`src/ccd_pkg.sv`:
```
// Shared types, constants and lookup functions for the cheat code decoder.
// No dependencies; the lane, merge, decrypt stage, top level and checker import this package.
package ccd_pkg;

    localparam int CHARS = 10;

    localparam logic [3:0] LEN_GG_SHORT = 4'd6;
    localparam logic [3:0] LEN_RAW_SHORT = 4'd7;
    localparam logic [3:0] LEN_GG_LONG = 4'd8;
    localparam logic [3:0] LEN_RAW_LONG = 4'd10;

    localparam logic [1:0] FMT_GG = 2'd0;
    localparam logic [1:0] FMT_PAR = 2'd1;
    localparam logic [1:0] FMT_RAW = 2'd2;

    localparam logic STATUS_OK = 1'b0;
    localparam logic STATUS_BAD = 1'b1;

    localparam logic [7:0] CHAR_COLON = 8'h3A;

    localparam logic [31:0] PAR_KEY = 32'h7E5E_E93A;
    localparam logic [31:0] PAR_XV = 32'h5C18_4B91;

    localparam logic [7:0] GG_LETTERS [16] = '{
        "A", "P", "Z", "L", "G", "I", "T", "Y",
        "E", "O", "X", "U", "K", "S", "V", "N"
    };

    localparam logic [4:0] GG_ADDR_MAP [15] = '{
        5'd14, 5'd13, 5'd12, 5'd19, 5'd22, 5'd21, 5'd20, 5'd7,
        5'd10, 5'd9, 5'd8, 5'd15, 5'd18, 5'd17, 5'd16
    };
    localparam logic [4:0] GG_VAL_MAP [8] = '{
        5'd3, 5'd6, 5'd5, 5'd4, 5'd23, 5'd2, 5'd1, 5'd0
    };
    localparam logic [4:0] GG_CMP_MAP [8] = '{
        5'd27, 5'd30, 5'd29, 5'd28, 5'd23, 5'd26, 5'd25, 5'd24
    };
    localparam logic [4:0] GG_VAL_LONG_BIT = 5'd31;
    localparam int GG_VAL_SWAP = 4;

    localparam logic [4:0] PAR_SCATTER [31] = '{
        5'd3, 5'd13, 5'd14, 5'd1, 5'd6, 5'd9, 5'd5, 5'd0,
        5'd12, 5'd7, 5'd2, 5'd8, 5'd10, 5'd11, 5'd4,
        5'd19, 5'd21, 5'd23, 5'd22, 5'd20, 5'd17, 5'd16, 5'd18,
        5'd29, 5'd31, 5'd24, 5'd26, 5'd25, 5'd30, 5'd27, 5'd28
    };

    typedef struct packed {
        logic       gg_ok;
        logic [3:0] gg_nib;
        logic       hex_ok;
        logic [3:0] hex_nib;
        logic       colon;
    } lane_t;

    typedef struct packed {
        logic        status;
        logic [1:0]  code_format;
        logic [15:0] patch_address;
        logic [7:0]  patch_value;
        logic [7:0]  compare_value;
        logic        compare_en;
    } patch_t;

    typedef struct packed {
        patch_t      dec;
        logic        par;
        logic [31:0] key;
        logic [31:0] enc;
        logic [31:0] res;
    } pipe_t;

    function automatic logic [7:0] upcase(input logic [7:0] c);
        logic [7:0] u;
        u = c;
        if (c >= "a" && c <= "z") begin
            u = c - 8'd32;
        end
        return u;
    endfunction

    function automatic logic [4:0] gg_lookup(input logic [7:0] c);
        logic [7:0] u;
        logic [4:0] r;
        u = upcase(c);
        r = '0;
        for (int i = 0; i < 16; i++) begin
            if (GG_LETTERS[i] == u) begin
                r = {1'b1, 4'(i)};
            end
        end
        return r;
    endfunction

    function automatic logic [4:0] hex_lookup(input logic [7:0] c);
        logic [7:0] u;
        logic [7:0] d;
        logic [4:0] r;
        u = upcase(c);
        d = '0;
        r = '0;
        if (u >= "0" && u <= "9") begin
            d = u - 8'h30;
            r = {1'b1, d[3:0]};
        end else if (u >= "A" && u <= "F") begin
            d = u - 8'h37;
            r = {1'b1, d[3:0]};
        end
        return r;
    endfunction

endpackage

```
`src/ccd_code_if.sv`:
```
// Input channel of the cheat code decoder: one code word per handshake.
// Depends on nothing.
interface ccd_code_if;
    logic       valid;
    logic       ready;
    logic [3:0] char_count;
    logic [7:0] char_0;
    logic [7:0] char_1;
    logic [7:0] char_2;
    logic [7:0] char_3;
    logic [7:0] char_4;
    logic [7:0] char_5;
    logic [7:0] char_6;
    logic [7:0] char_7;
    logic [7:0] char_8;
    logic [7:0] char_9;

    modport source (
        output valid, char_count, char_0, char_1, char_2, char_3, char_4,
               char_5, char_6, char_7, char_8, char_9,
        input  ready
    );
    modport sink (
        input  valid, char_count, char_0, char_1, char_2, char_3, char_4,
               char_5, char_6, char_7, char_8, char_9,
        output ready
    );
endinterface

```
`src/ccd_patch_if.sv`:
```
// Output channel of the cheat code decoder: one patch word per handshake.
// Depends on nothing.
interface ccd_patch_if;
    logic        valid;
    logic        ready;
    logic        status;
    logic [1:0]  code_format;
    logic [15:0] patch_address;
    logic [7:0]  patch_value;
    logic [7:0]  compare_value;
    logic        compare_en;

    modport source (
        output valid, status, code_format, patch_address, patch_value,
               compare_value, compare_en,
        input  ready
    );
    modport sink (
        input  valid, status, code_format, patch_address, patch_value,
               compare_value, compare_en,
        output ready
    );
endinterface

```
`src/ccd_char_lane.sv`:
```
// One character lane: classifies a code character as letter, hex digit or colon.
// Depends on ccd_pkg.
module ccd_char_lane
    import ccd_pkg::*;
(
    input  logic [7:0] ch,
    output lane_t      lane
);

    logic [4:0] gg;
    logic [4:0] hx;

    always_comb
    begin
        gg = gg_lookup(ch);
        hx = hex_lookup(ch);
        lane.gg_ok = gg[4];
        lane.gg_nib = gg[3:0];
        lane.hex_ok = hx[4];
        lane.hex_nib = hx[3:0];
        lane.colon = (ch == CHAR_COLON);
    end

endmodule

```
`src/ccd_merge.sv`:
```
// Merge stage: combines the lane results into a decoded patch or a
// decrypt job for the Action Replay path. Depends on ccd_pkg.
module ccd_merge
    import ccd_pkg::*;
(
    input  logic [3:0] char_count,
    input  lane_t      lanes [CHARS],
    output pipe_t      q
);

    logic        is_gg6;
    logic        is_gg8;
    logic        is_raw7;
    logic        is_raw10;
    logic        gg_good;
    logic        hex8_good;
    logic        raw_good;
    logic [31:0] word;
    logic [31:0] enc;
    logic [14:0] gg_addr;
    logic [7:0]  gg_val;
    logic [7:0]  gg_cmp;
    logic [4:0]  vidx;

    always_comb
    begin
        is_gg6 = (char_count == LEN_GG_SHORT);
        is_gg8 = (char_count == LEN_GG_LONG);
        is_raw7 = (char_count == LEN_RAW_SHORT);
        is_raw10 = (char_count == LEN_RAW_LONG);

        word = '0;
        gg_good = 1'b1;
        hex8_good = 1'b1;
        for (int i = 0; i < 8; i++) begin
            if (i < 6 || is_gg8) begin
                word[4*i +: 4] = lanes[i].gg_nib;
                gg_good = gg_good & lanes[i].gg_ok;
            end
            hex8_good = hex8_good & lanes[i].hex_ok;
            enc[31-4*i -: 4] = lanes[i].hex_nib;
        end

        for (int k = 0; k < 15; k++) begin
            gg_addr[14-k] = word[GG_ADDR_MAP[k]];
        end
        for (int k = 0; k < 8; k++) begin
            vidx = (k == GG_VAL_SWAP && is_gg8) ? GG_VAL_LONG_BIT : GG_VAL_MAP[k];
            gg_val[7-k] = word[vidx];
            gg_cmp[7-k] = word[GG_CMP_MAP[k]];
        end

        raw_good = lanes[4].colon
            && lanes[0].hex_ok && lanes[1].hex_ok && lanes[2].hex_ok && lanes[3].hex_ok
            && lanes[5].hex_ok && lanes[6].hex_ok
            && (is_raw7 || (lanes[7].colon && lanes[8].hex_ok && lanes[9].hex_ok));

        q.dec = '0;
        q.dec.status = STATUS_BAD;
        q.par = 1'b0;
        q.key = PAR_KEY;
        q.enc = {1'b0, enc[31:1]};
        q.res = '0;

        if ((is_gg6 || is_gg8) && gg_good) begin
            q.dec.status = STATUS_OK;
            q.dec.code_format = FMT_GG;
            q.dec.patch_address = {1'b1, gg_addr};
            q.dec.patch_value = gg_val;
            q.dec.compare_value = is_gg8 ? gg_cmp : 8'd0;
            q.dec.compare_en = is_gg8;
        end else if (is_gg8 && hex8_good) begin
            q.par = 1'b1;
        end else if ((is_raw7 || is_raw10) && raw_good) begin
            q.dec.status = STATUS_OK;
            q.dec.code_format = FMT_RAW;
            q.dec.patch_address = {lanes[0].hex_nib, lanes[1].hex_nib,
                                   lanes[2].hex_nib, lanes[3].hex_nib};
            q.dec.patch_value = {lanes[5].hex_nib, lanes[6].hex_nib};
            q.dec.compare_value = is_raw10 ? {lanes[8].hex_nib, lanes[9].hex_nib} : 8'd0;
            q.dec.compare_en = is_raw10;
        end
    end

endmodule

```
`src/ccd_par_stage.sv`:
```
// A slice of the Action Replay decrypt chain: runs STEP_CNT keyed
// shift/xor steps from step STEP_HI downward. Depends on ccd_pkg.
module ccd_par_stage
    import ccd_pkg::*;
#(
    parameter int STEP_HI = 30,
    parameter int STEP_CNT = 8
)
(
    input  pipe_t d,
    output pipe_t q
);

    logic [31:0] key;
    logic [31:0] enc;
    logic [31:0] res;

    always_comb
    begin
        key = d.key;
        enc = d.enc;
        res = d.res;
        for (int j = 0; j < STEP_CNT; j++) begin
            if (key[30] ^ enc[30]) begin
                res[PAR_SCATTER[STEP_HI-j]] = 1'b1;
                key = key ^ PAR_XV;
            end
            enc = {enc[30:0], 1'b0};
            key = {key[30:0], 1'b0};
        end
        q = d;
        q.key = key;
        q.enc = enc;
        q.res = res;
    end

endmodule

```
`src/cheat_code_decoder.sv`:
```
// Cheat code decoder top level: lanes, merge stage and decrypt pipeline.
// Depends on ccd_pkg, ccd_code_if, ccd_patch_if, ccd_char_lane, ccd_merge, ccd_par_stage.

// Decodes one Game Genie, Pro Action Replay or raw hex cheat code per clock
// into a bus patch while the output is not stalled. Ten character lanes
// classify the code text in parallel and a merge stage assembles the result;
// the 31-step Action Replay decrypt chain is split across four stages of at
// most eight steps. Every format passes the stage registers and the output
// register, and a new code is taken every cycle while results are drained.
// Output backpressure holds the pipeline, which can keep five codes in flight.
module cheat_code_decoder
    import ccd_pkg::*;
(
    input  logic               clk,
    input  logic               rst_n,
    ccd_code_if.sink           code_in,
    ccd_patch_if.source        patch_out
);

    localparam int STAGES = 4;

    logic [7:0] chars [CHARS];
    lane_t      lanes [CHARS];
    pipe_t      merged;
    pipe_t      pipe_reg [STAGES];
    pipe_t      stage_out [STAGES];
    patch_t     out_reg;
    patch_t     out_next;
    logic [STAGES:0] vld_reg;
    logic [STAGES:0] vld_next;
    logic [STAGES:0] rdy;

    assign chars[0] = code_in.char_0;
    assign chars[1] = code_in.char_1;
    assign chars[2] = code_in.char_2;
    assign chars[3] = code_in.char_3;
    assign chars[4] = code_in.char_4;
    assign chars[5] = code_in.char_5;
    assign chars[6] = code_in.char_6;
    assign chars[7] = code_in.char_7;
    assign chars[8] = code_in.char_8;
    assign chars[9] = code_in.char_9;

    for (genvar g = 0; g < CHARS; g++) begin : g_lane
        ccd_char_lane u_lane (
            .ch   (chars[g]),
            .lane (lanes[g])
        );
    end

    ccd_merge u_merge (
        .char_count  (code_in.char_count),
        .lanes       (lanes),
        .q           (merged)
    );

    ccd_par_stage #(.STEP_HI(30), .STEP_CNT(8)) u_par0 (.d(pipe_reg[0]), .q(stage_out[0]));
    ccd_par_stage #(.STEP_HI(22), .STEP_CNT(8)) u_par1 (.d(pipe_reg[1]), .q(stage_out[1]));
    ccd_par_stage #(.STEP_HI(14), .STEP_CNT(8)) u_par2 (.d(pipe_reg[2]), .q(stage_out[2]));
    ccd_par_stage #(.STEP_HI(6), .STEP_CNT(7)) u_par3 (.d(pipe_reg[3]), .q(stage_out[3]));

    always_comb
    begin
        rdy[STAGES] = !vld_reg[STAGES] || patch_out.ready;
        for (int k = STAGES - 1; k >= 0; k--) begin
            rdy[k] = !vld_reg[k] || rdy[k+1];
        end
        vld_next[0] = rdy[0] ? code_in.valid : vld_reg[0];
        for (int k = 1; k <= STAGES; k++) begin
            vld_next[k] = rdy[k] ? vld_reg[k-1] : vld_reg[k];
        end
    end

    always_comb
    begin
        out_next = stage_out[STAGES-1].dec;
        if (stage_out[STAGES-1].par) begin
            out_next.status = STATUS_OK;
            out_next.code_format = FMT_PAR;
            out_next.patch_address = {1'b1, stage_out[STAGES-1].res[14:0]};
            out_next.patch_value = stage_out[STAGES-1].res[31:24];
            out_next.compare_value = stage_out[STAGES-1].res[23:16];
            out_next.compare_en = 1'b1;
        end
    end

    always_ff @(posedge clk or negedge rst_n)
    begin
        if (!rst_n) begin
            vld_reg <= '0;
        end else begin
            vld_reg <= vld_next;
        end
    end

    always_ff @(posedge clk)
    begin
        if (rdy[0]) begin
            pipe_reg[0] <= merged;
        end
        for (int k = 1; k < STAGES; k++) begin
            if (rdy[k]) begin
                pipe_reg[k] <= stage_out[k-1];
            end
        end
        if (rdy[STAGES]) begin
            out_reg <= out_next;
        end
    end

    assign code_in.ready = rdy[0];
    assign patch_out.valid = vld_reg[STAGES];
    assign patch_out.status = out_reg.status;
    assign patch_out.code_format = out_reg.code_format;
    assign patch_out.patch_address = out_reg.patch_address;
    assign patch_out.patch_value = out_reg.patch_value;
    assign patch_out.compare_value = out_reg.compare_value;
    assign patch_out.compare_en = out_reg.compare_en;

endmodule

```
`src/flat_wrapper.sv`:
```
// flat-port wrapper written by rule: the top's interface ports become plain ports
module cheat_code_decoder_flat import ccd_pkg::*;
  (clk, rst_n, code_in_valid, code_in_char_count, code_in_char_0, code_in_char_1, code_in_char_2, code_in_char_3, code_in_char_4, code_in_char_5, code_in_char_6, code_in_char_7, code_in_char_8, code_in_char_9, code_in_ready, patch_out_valid, patch_out_status, patch_out_code_format, patch_out_patch_address, patch_out_patch_value, patch_out_compare_value, patch_out_compare_en, patch_out_ready);
  ccd_code_if code_in_i ();
  ccd_patch_if patch_out_i ();
  input  logic clk;
  input  logic rst_n;
  input wire logic [$bits(code_in_i.valid)-1:0] code_in_valid;
  input wire logic [$bits(code_in_i.char_count)-1:0] code_in_char_count;
  input wire logic [$bits(code_in_i.char_0)-1:0] code_in_char_0;
  input wire logic [$bits(code_in_i.char_1)-1:0] code_in_char_1;
  input wire logic [$bits(code_in_i.char_2)-1:0] code_in_char_2;
  input wire logic [$bits(code_in_i.char_3)-1:0] code_in_char_3;
  input wire logic [$bits(code_in_i.char_4)-1:0] code_in_char_4;
  input wire logic [$bits(code_in_i.char_5)-1:0] code_in_char_5;
  input wire logic [$bits(code_in_i.char_6)-1:0] code_in_char_6;
  input wire logic [$bits(code_in_i.char_7)-1:0] code_in_char_7;
  input wire logic [$bits(code_in_i.char_8)-1:0] code_in_char_8;
  input wire logic [$bits(code_in_i.char_9)-1:0] code_in_char_9;
  output wire logic [$bits(code_in_i.ready)-1:0] code_in_ready;
  output wire logic [$bits(patch_out_i.valid)-1:0] patch_out_valid;
  output wire logic [$bits(patch_out_i.status)-1:0] patch_out_status;
  output wire logic [$bits(patch_out_i.code_format)-1:0] patch_out_code_format;
  output wire logic [$bits(patch_out_i.patch_address)-1:0] patch_out_patch_address;
  output wire logic [$bits(patch_out_i.patch_value)-1:0] patch_out_patch_value;
  output wire logic [$bits(patch_out_i.compare_value)-1:0] patch_out_compare_value;
  output wire logic [$bits(patch_out_i.compare_en)-1:0] patch_out_compare_en;
  input wire logic [$bits(patch_out_i.ready)-1:0] patch_out_ready;
  assign code_in_i.valid = code_in_valid;
  assign code_in_i.char_count = code_in_char_count;
  assign code_in_i.char_0 = code_in_char_0;
  assign code_in_i.char_1 = code_in_char_1;
  assign code_in_i.char_2 = code_in_char_2;
  assign code_in_i.char_3 = code_in_char_3;
  assign code_in_i.char_4 = code_in_char_4;
  assign code_in_i.char_5 = code_in_char_5;
  assign code_in_i.char_6 = code_in_char_6;
  assign code_in_i.char_7 = code_in_char_7;
  assign code_in_i.char_8 = code_in_char_8;
  assign code_in_i.char_9 = code_in_char_9;
  assign code_in_ready = code_in_i.ready;
  assign patch_out_valid = patch_out_i.valid;
  assign patch_out_status = patch_out_i.status;
  assign patch_out_code_format = patch_out_i.code_format;
  assign patch_out_patch_address = patch_out_i.patch_address;
  assign patch_out_patch_value = patch_out_i.patch_value;
  assign patch_out_compare_value = patch_out_i.compare_value;
  assign patch_out_compare_en = patch_out_i.compare_en;
  assign patch_out_i.ready = patch_out_ready;
  cheat_code_decoder u_core (.clk(clk), .rst_n(rst_n), .code_in(code_in_i), .patch_out(patch_out_i));
endmodule
```
`config.mk`:
```
export PLATFORM = sky130hd
export DESIGN_NAME = cheat_code_decoder_flat
export DESIGN_NICKNAME = d
export VERILOG_FILES = /design/src/ccd_pkg.sv /design/src/ccd_code_if.sv /design/src/ccd_patch_if.sv /design/src/ccd_char_lane.sv /design/src/ccd_merge.sv /design/src/ccd_par_stage.sv /design/src/cheat_code_decoder.sv /design/src/flat_wrapper.sv
export SDC_FILE = /design/constraint.sdc
export NUM_CORES = 1
export LEC_CHECK = 0
export ABC_AREA = 1
export BUFFER_PORTS_ARGS = -buffer_cell sky130_fd_sc_hd__buf_4
export CORE_MARGIN = 10
export CORE_UTILIZATION = 50
export DETAILED_ROUTE_END_ITERATION = 12
export GPL_ROUTABILITY_DRIVEN = 0
export MAX_ROUTING_LAYER = met4
export PLACE_DENSITY = 0.68
export SYNTH_ARGS = -nofsm -noshare
export SYNTH_HDL_FRONTEND = slang
export SYNTH_SLANG_ARGS = --single-unit
export TNS_END_PERCENT = 30
```
`constraint.sdc`:
```
create_clock -name clk -period 10.6 [get_ports clk]
set_input_delay 0.53 -clock clk [delete_from_list [all_inputs] [get_ports clk]]
set_output_delay 0.53 -clock clk [all_outputs]
set_load 0.01 [all_outputs]
```
==> run summary, run 1 <==
- antenna diode count: 0
- placed wire-length estimate: 30.3 mm
- Post-DRT Antenna Nets: 0
- total length of routed wires: 39.8 mm
- crit path cell chain: inv_1, nor2_1, inv_1, buf_4, nor2_1, inv_2, buf_4, nor2_1, inv_2, nor2_1, nand2_2, buf_4, buf_4
- worst-skew pair later-pin latency: 0.50 ns
- area of the die: 45,000 um^2
- number of hold-slack violations in the final timing report: 0
- core area: 36,500 um^2
- count of max-cap constraint violations: 0
- capturing element type of the critical path: output pin
- # nets final: 2,184
- setup-violating endpoint count in the final report: 0
- post-synthesis net count: 2,033
- leakage power total: 0.00930 uW
- detailed-route wire length on metal 1: 17.9 mm
- overflow left after global routing: 0
- routed wirelength normalized by instance count: 15.8 um
- Most used DFF post-synth: edfxtp_1
- TritonRoute pass-1 iters: 6
- Vias/cell: 5.19
- via count: 13,133
- met3 WL: 2.20 mm
- asr flop ratio synth: 1.41%
- slack of the worst reg-to-reg path: 7.10 ns
- count of buffers inserted at the top-level ports: 125
- max layer used: met4
- TritonCTS Buffers: 35
- total number of H-tree levels: 2
- min Tclk post-route: 4.14 ns
- number of enable flip-flop cells after synthesis: 349
- setup tns final: 0 ns
- final worst path period share: 39.1%
- Crit Path Max Fanout: 76
- post-CTS setup-driven buffer insertion count: 0
- ratio of total power to cell area: 262 nW/um^2
- amount of wire on met2 after detailed routing: 18.9 mm
- count of warnings emitted by yosys: 0
- Peak supply drop: 217 uV
- family with the most delay on the worst path: buffers and inverters
- Mapped Avg Cell Area: 9.79 um^2
- measured slew at the worst slew-check pin: 1.08 ns
- Seq/Total Area, Yosys: 57.5%
- Horiz. Die Dim: 212 um
- antenna violations before repair: 0
- peak per-stage delay on the critical path: 0.68 ns
- required time at the endpoint of the critical path: 10.07 ns
- cell row count: 70
- total power: 5530 uW
- Post-synth top cells: 483 x nand2_1, 349 x edfxtp_1, 215 x inv_1
- initial standard-cell utilization of the core: 50.5%
- TritonCTS clock tree: yes
- unrepaired setup endpoints after global routing: no
- Netlist cell types: 41
- final clock skew: 0.00992 ns
- gr usage total: 18.0%
- number of cells produced by synthesis: 1,885
- ratio of cells with drive above 1 in the final layout: 10.7%
- worst min-delay path class: input pin to flip-flop
- critical path start-end classification: flip-flop to output pin
- vias in the first global route: 12,479
- die boundary height: 212 um
- Worst Setup Start Kind: flip-flop
- first-pass GRT wire length: 63.7 mm
- fraction of post-synthesis cell area in the top cell type by area: 56.8%
- most repeated cell in the gate-level netlist after synthesis: nand2_1
- Data arrival, critical path: 3.61 ns
- DRC marker count from the first detailed-route iteration: 1,166
- total of cells resized after clock tree synthesis: 0
- pin count of the biggest net entering global routing: 83
- max-slew violation count: 0
- Synth-to-Final Area Change: 14.2%
- #FFs+latches synth: 354
- DRC violations left: 0
- FMAX: 0.241 GHz
- area of the mapped netlist: 18,400 um^2
- count of pins on the block boundary: 126
- status: finished, final reports clean
- number of sinks on the clock net: 354
- Worst slew margin: 28.3%
- top cells by area in the synthesized netlist: edfxtp_1 57%, nand2_1 9.8%, inv_1 4.4%
- clock-pin slew reported for the worst setup and hold paths after clock tree synthesis: 0.06 ns
- cell taking the most area after synthesis: edfxtp_1
- Crit-path slowest cell: buf_4
- Worst Path Buf+Inv: 8
- clock tree root driver cell: clkbuf_16
- count of hold buffers inserted by post-cts repair: 1
- maximum root-to-sink buffer count: 3
- flip-flop count of the largest register, all copies and words added: 313
==> kinds of logic (layout without fill, tap and decap cells) <==
kind of cell    count (synthesis)  in the layout  share of synthesized area (%)
buf+inv                       238            414                           4.96
flops                         354            354                           57.5
compound gates                157            157                           4.79
mux                             2              2                          0.109
fa+ha+maj                      60             60                           4.07
xor+xnor                      147            147                           7.71
simple gates                  927            927                           20.9
==> worst paths after layout <==
path	start	endpoint	depth (start not counted)
setup / recovery	u_core.vld_reg[4]	code_in_ready	13
hold / removal	code_in_valid	u_core.vld_reg[0]	3
setup reg to reg	u_core.vld_reg[4]	u_core.pipe_reg[1][101]	12
hold reg to reg	u_core.pipe_reg[0][97]	u_core.pipe_reg[1][97]	0
max in group asynchronous	rst_n	u_core.vld_reg[1]	2
min in group asynchronous	rst_n	u_core.vld_reg[4]	2
==> power by group <==
group / total (uW) / internal, uW / switching, uW / leakage [uW]
registers: 2380 / 2240 / 140 / 0.00377
clock network: 1190 / 708 / 483 / 0.000547
logic: 1960 / 793 / 1170 / 0.00498
total: 5530 / 3740 / 1790 / 0.00930
==> metal layers <==
metal | vias up | track usage (%)
li1 | 6587 | -
met1 | 6082 | 23.8
met2 | 406 | 29.0
met3 | 58 | 2.50
met4 | 0 | 4.22
met5 | - | -
==> area by class of cell <==
cell class | instances | area, um^2
sequential | 354 | 10600
fill | 3017 | 15400
inverter | 218 | 820
multi-input combinational | 1293 | 6940
clock inverter | 20 | 171
timing repair buffer | 134 | 1010
tap | 468 | 586
clock buffer | 42 | 945
==> cells in the final DEF (no fill, tap or decap), types with 9 or more instances in the layout <==
cell,count
clkbuf_16,37
nand2_1,482
edfxtp_1,349
ha_1,60
or2_2,12
o22ai_1,9
inv_1,212
xor2_1,70
o211ai_1,19
nand3_1,156
nor2_1,208
xnor2_1,65
nor3_1,22
clkinv_1,13
o21ai_0,88
buf_4,133
nand4_1,24
a21oi_1,24
==> worst register-to-register path: stages, from the launching register on <==
cell and delay, ns:
dfrtp_1 0.38, inv_1 0.05, nor2_1 0.03, inv_1 0.04
buf_4 0.41, nor2_1 0.11, inv_2 0.06, buf_4 0.68
nor2_1 0.13, inv_2 0.12, nor2_1 0.08, clkinv_2 0.14
buf_4 0.81
==> stage by stage <==
stage	instances	cell area, um^2	utilization, %	hold WS [ns]	worst slack, ns
finish	2529	21100	57.7	0.218	6.46
global route	2529	21100	57.7	0.211	6.03
CTS	2529	21100	57.7	0.198	6.31
detailed placement	2466	19900	54.6	0.337	6.36
global placement	2466	19900	54.6	0.338	6.53
floorplan	1885	18400	-	0.234	3.49
Power figures use the tool's default switching activity.
==> run 2: changes to the inputs <==
==> constraint.sdc (replaced) <==
create_clock -name clk -period 3.85 [get_ports clk]
set_input_delay 0.1925 -clock clk [delete_from_list [all_inputs] [get_ports clk]]
set_output_delay 0.1925 -clock clk [all_outputs]
set_load 0.01 [all_outputs]
==> run summary, run 2 (synthesis gave the netlist of run 1 again) <==
- status: finished, final reports clean
- total of cells resized after clock tree synthesis: 0, unchanged
- count of hold buffers inserted by post-cts repair: 2, +1
- count of buffers inserted at the top-level ports: 125, unchanged
- TritonRoute pass-1 iters: 6, unchanged
- worst-case setup slack after placement: 0.379 ns, -5.98 ns
- met3 capacity usage during global routing: 2.41%, -0.088 points
- die boundary height: 212 um, unchanged
- GR Util met1: 23.6%, -0.24 points
- FMAX: 0.330 GHz
- number of cells on the worst reg-to-reg path: 7, -5
- capturing element type of the critical path: flip-flop
- Crit-path slowest cell: nor2_1
- Vias/cell: 5.19, about the same
- number of hold-slack violations in the final timing report: 0, unchanged
- Worst Setup Start Kind: input pin
- count of pins on the block boundary: 126, unchanged
- # nets final: 2,190, +0.27%
- min Tclk post-route: 3.03 ns
- clock tree root driver cell: clkbuf_16
- GR peak layer: met2
- TritonCTS clock tree: yes
- pin count of the biggest net entering global routing: 83, unchanged
- final worst path period share: 78.7%
- overflow left after global routing: 0, unchanged
- post-CTS setup-driven buffer insertion count: 0, unchanged
- commonest non-fill, non-tap cells in the layout: 482 x nand2_1, 349 x edfxtp_1, 211 x inv_1
- area of the die: 45,000 um^2, unchanged
- Crit Path Max Fanout: 17, -78%
- gr usage total: 17.8%, -0.18 points
- CP most frequent cell: nand2_1
- unrepaired setup endpoints after global routing: no
- first-pass GRT wire length: 63.2 mm, -0.80%
- placement-stage cell area: 20,000 um^2, +0.35%
- required time at the endpoint of the critical path: 4.21 ns, -5.86 ns
- maximum root-to-sink buffer count: 3, unchanged
- core area: 36,500 um^2, unchanged
- max-slew violation count: 0, unchanged
- total power: 15,100 uW, +170%
- leakage power total: 0.00928 uW, -0.21%
- final instance area: 21,100 um^2, about the same
- launching point of the worst reg2reg path: u_core.pipe_reg[2][62]
- routed wirelength normalized by instance count: 15.7 um, -0.22%
- family with the most delay on the worst path: simple AND/OR/NAND/NOR gates
- ratio of cells with drive above 1 in the final layout: 11.1%, +0.36 points
- slack of the worst reg-to-reg path: 0.99 ns, -6.11 ns
- antenna violations before repair: 3, +3
- worst r2r dst: u_core.pipe_reg[3][92]
- Synth-to-Final Area Change: 14.3%, about the same
- crit path setup slack, layout: 0.821 ns, -5.64 ns
- clock-pin slew reported for the worst setup and hold paths after clock tree synthesis: 0.06 ns, about the same
- number of sinks on the clock net: 354, unchanged
- Worst Path Buf+Inv: 6, -2
- DRC violations left: 0, unchanged
- peak per-stage delay on the critical path: 0.49 ns, -0.19 ns
- total length of routed wires: 39.7 mm, -0.30%
- worst-skew pair later-pin latency: 0.51 ns, about the same
- setup-violating endpoint count in the final report: 0, unchanged
- DRC marker count from the first detailed-route iteration: 914, -22%
- via count: 13,112, -0.16%
- Peak supply drop: 608 uV, +180%
- crit path cell chain: buf_4, inv_1, ha_1, inv_1, nand3_1, nand2_1, nand2_1, nand3_1, nand2_1, nor2_1, inv_1, nor2_1, o21ai_0, nand2_1, nor2_1, nand2_1, nand2_1, nor2_1, nand3_2, buf_4, clkinv_1, nand2_1, nand2_1
- measured slew at the worst slew-check pin: 1.07 ns, -0.0104 ns
- critical path start-end classification: input pin to flip-flop
- count of max-cap constraint violations: 0, unchanged
- Worst slew margin: 28.5%, +0.25 points
- Post-Route Hold Slack: 0.0544 ns, -0.164 ns
- flip-flop count of the largest register, all copies and words added: 313, unchanged
- GR Layer Usage met2: 28.1%, -0.94 points
- cell row count: 70, unchanged
- initial standard-cell utilization of the core: 50.5%, unchanged
- Filler Cells Inserted: 3,060, +1.4%
- worst min-delay path class: input pin to asynchronous set/reset pin
- placed wire-length estimate: 30.1 mm, -0.49%
- Data arrival, critical path: 3.39 ns, -0.22 ns
- final clock skew: 0.0221 ns, +0.0122 ns
- vias in the first global route: 12,449, -0.24%
- setup tns final: 0 ns, unchanged
- TritonCTS Buffers: 35, unchanged
- total number of H-tree levels: 2, unchanged
- leading cell type in the layout, fill and taps excluded: nand2_1
- ratio of total power to cell area: 714 nW/um^2, +170%
- Post-DRT Antenna Nets: 0, unchanged
- Horiz. Die Dim: 212 um, unchanged
[run 2: report_power, final]
part / internal, uW / switching, uW
clock network: 1860 / 1280
logic: 2180 / 3170
registers: 6160 / 400
[run 2: final cells by class]
class | count | area, um^2 | share of cell area, %
inverters | 218 | 833 | 3.95
clock buffers | 43 | 948 | 4.50
repair buffers | 140 | 1060 | 5.01
multi-input cells | 1293 | 6960 | 33.0
clock inverters | 9 | 95.1 | 0.451
diodes | 2 | 5.00 | 0.0237
flip-flops and latches | 354 | 10600 | 50.3
well taps | 468 | 586 | 2.78
[run 2: worst max path at each step]
stage	slack, ns	from	to	cells after the start
final	0.82	code_in_char_4[1]	u_core.pipe_reg[0][108]	23
after global routing	0.44	code_in_char_4[1]	u_core.pipe_reg[0][104]	20
after CTS	0.89	code_in_char_0[1]	u_core.pipe_reg[0][98]	17
after detailed placement	0.38	code_in_char_0[1]	u_core.pipe_reg[0][98]	17
after global placement	0.50	code_in_char_6[0]	u_core.pipe_reg[0][117]	22
after floorplan	-2.06	u_core.vld_reg[4]	u_core.pipe_reg[1][100]	9
[run 2: per-stage QoR]
stage,util [%],cells
after detailed placement,54.8,2471
after global routing,57.7,2527
after global placement,54.8,2471
after floorplan,-,1885
after CTS,57.7,2525
final,57.7,2527
[run 2: per-layer routing]
layer,share of wire [%],up-vias,wire (um)
met5,0,-,0
li1,-,6601,-
met2,47,357,18600
met1,46,6072,18200
met3,4.8,82,1920
met4,2.7,0,1070
==> run 3: changes to the inputs <==
--- a/config.mk
+++ b/config.mk
@@ -12,7 +12,7 @@
 export DETAILED_ROUTE_END_ITERATION = 12
 export GPL_ROUTABILITY_DRIVEN = 0
 export MAX_ROUTING_LAYER = met4
-export PLACE_DENSITY = 0.68
+export PLACE_DENSITY = 0.71
 export SYNTH_ARGS = -nofsm -noshare
 export SYNTH_HDL_FRONTEND = slang
 export SYNTH_SLANG_ARGS = --single-unit
==> constraint.sdc (replaced) <==
create_clock -name clk -period 2.58 [get_ports clk]
set_input_delay 0.129 -clock clk [delete_from_list [all_inputs] [get_ports clk]]
set_output_delay 0.129 -clock clk [all_outputs]
set_load 0.01 [all_outputs]
==> run summary, run 3 (synthesis gave the netlist of run 1 again) <==
- pin count of the biggest net entering global routing: 84, +1.2%
- measured slew at the worst slew-check pin: 0.916 ns, -0.149 ns
- vias in the first global route: 13,923, +12%
- final clock skew: 0.0172 ns, -0.00492 ns
- crit path setup slack, layout: 0.0833 ns, -0.737 ns
- Post-DRT Antenna Nets: 0, unchanged
- antenna violations before repair: 0, -3
- min Tclk post-route: 2.50 ns
- required time at the endpoint of the critical path: 2.83 ns, -1.38 ns
- worst-case setup slack after placement: -0.529 ns, -0.908 ns
- TritonRoute pass-1 iters: 6, unchanged
- cell row count: 70, unchanged
- flip-flop count of the largest register, all copies and words added: 313, unchanged
- status: finished, final reports clean
- leading cell type in the layout, fill and taps excluded: nand2_1
- maximum root-to-sink buffer count: 3, unchanged
- Vias/cell: 5.08, -2.1%
- initial standard-cell utilization of the core: 50.5%, unchanged
- ratio of cells with drive above 1 in the final layout: 22.8%, +12 points
- number of hold-slack violations in the final timing report: 0, unchanged
- capturing element type of the critical path: flip-flop
- gr usage total: 19.1%, +1.3 points
- # nets final: 2,475, +13%
- ratio of total power to cell area: 1010 nW/um^2, +42%
- Synth-to-Final Area Change: 27.1%
- via count: 14,321, +9.2%
- unrepaired setup endpoints after global routing: yes
- first-pass GRT wire length: 68.0 mm, +7.7%
- commonest non-fill, non-tap cells in the layout: 480 x nand2_1, 413 x buf_4, 349 x edfxtp_1
- count of max-cap constraint violations: 0, unchanged
- Horiz. Die Dim: 212 um, unchanged
- Worst Setup Start Kind: flip-flop
- worst-skew pair later-pin latency: 0.52 ns, about the same
- number of sinks on the clock net: 354, unchanged
- worst min-delay path class: input pin to flip-flop
- Crit Path Max Fanout: 3, -14
- antenna diode count: 0, -2
- max-slew violation count: 0, unchanged
- count of buffers inserted at the top-level ports: 125, unchanged
- Data arrival, critical path: 2.74 ns, -0.65 ns
- area of the die: 45,000 um^2, unchanged
- die boundary height: 212 um, unchanged
- leakage power total: 0.0107 uW, +15%
- Post-Route Hold Slack: 0.0322 ns, -0.0223 ns
- DRC marker count from the first detailed-route iteration: 1,309, +43%
- clock tree root driver cell: clkbuf_16
- final worst path period share: 96.8%
- setup-violating endpoint count in the final report: 0, unchanged
- Peak supply drop: 1400 uV, +130%
- DRC violations left: 0, unchanged
- total number of H-tree levels: 2, unchanged
- overflow left after global routing: 0, unchanged
- final core utilization: 64.2%, +6.5 points
- placed wire-length estimate: 32.9 mm, +9.0%
- critical path start-end classification: flip-flop to flip-flop
- FMAX: 0.401 GHz
- routed wirelength normalized by instance count: 15.3 um, -2.6%
- count of pins on the block boundary: 126, unchanged
- TritonCTS Buffers: 35, unchanged
- Worst slew margin: 38.9%, +10 points
- clock-pin slew reported for the worst setup and hold paths after clock tree synthesis: 0.06 ns, about the same
- core area: 36,500 um^2, unchanged
- TritonCTS clock tree: yes
- total length of routed wires: 43.2 mm, +8.7%
## run 3: cell types whose count changed in the layout (fill, tap and decap cells not counted), sizes merged
| cell | delta |
|---|---|
| buf | +281 |
| clkinv | +14 |
| bufinv | -2 |
| diode | -2 |
| clkbuf | -1 |
| clkinvlp | -1 |
| dlygate4sd3 | +1 |
| inv | +1 |
| nor2 | +1 |
## run 3: final timing paths
check	startpoint	to	slack [ns]	cells past startpoint
worst max-delay path	u_core.pipe_reg[2][60]	u_core.pipe_reg[3][92]	0.08	7
worst min-delay path	code_in_char_4[2]	u_core.pipe_reg[0][45]	0.03	3
max in group asynchronous	rst_n	u_core.vld_reg[1]	1.81	3
min in group asynchronous	rst_n	u_core.vld_reg[4]	0.56	3
worst min register to register	u_core.pipe_reg[2][125]	u_core.pipe_reg[3][125]	0.41	0
worst max register to register	u_core.pipe_reg[2][60]	u_core.pipe_reg[3][92]	0.08	7
## run 3: critical path: stages (launching register included)
cell,delay (ns)
edfxtp_1,0.44
xor2_1,0.39
xor2_2,0.25
xor2_1,0.28
xor2_1,0.26
xnor2_2,0.20
xor2_1,0.27
xor2_1,0.12
## run 3: area by class of cell
type | count | area [um^2]
sequential | 354 | 10600
tap | 468 | 586
multi-input combinational | 1294 | 7090
clock inverter | 21 | 120
fill | 2773 | 13100
timing repair buffer | 424 | 3310
clock buffer | 40 | 916
inverter | 218 | 833
## run 3: repair_timing
action	4_1_cts	5_1_grt
hold buffers	3	0
setup buffers	0	5
gates cloned	0	3
pin swaps	0	4
endpoints found under the setup margin	4	38
hold endpoints to repair	6	0
resized for setup	5	32
## run 3: routing by layer
metal	GRT usage, %	up-vias	wire, um	part of all wire, %
li1	-	7173	-	-
met1	23.8	6666	18700	43
met2	32.6	400	21500	50
met3	1.75	82	1890	4.4
met4	5.83	0	1040	2.4
met5	-	-	0	0
## run 3: stage by stage
| stage | TNS [ns] | area, um^2 | total power [uW] | std cells |
|---|---|---|---|---|
| floorplan | -660.76 | 18500 | 15600 | 1885 |
| global placement | -8.62 | 22200 | 18700 | 2747 |
| detailed placement | -15.38 | 22200 | 19100 | 2747 |
| CTS | 0 | 23200 | 23800 | 2811 |
| global route | -0.0746 | 23500 | 24900 | 2819 |
| finish | 0 | 23500 | 23700 | 2819 |
## run 3: power breakdown
group	total (uW)	leakage (uW)	switching, uW	internal, uW
clock network	4560	0.000520	2000	2560
registers	9770	0.00377	607	9170
logic	9400	0.00642	5140	4260
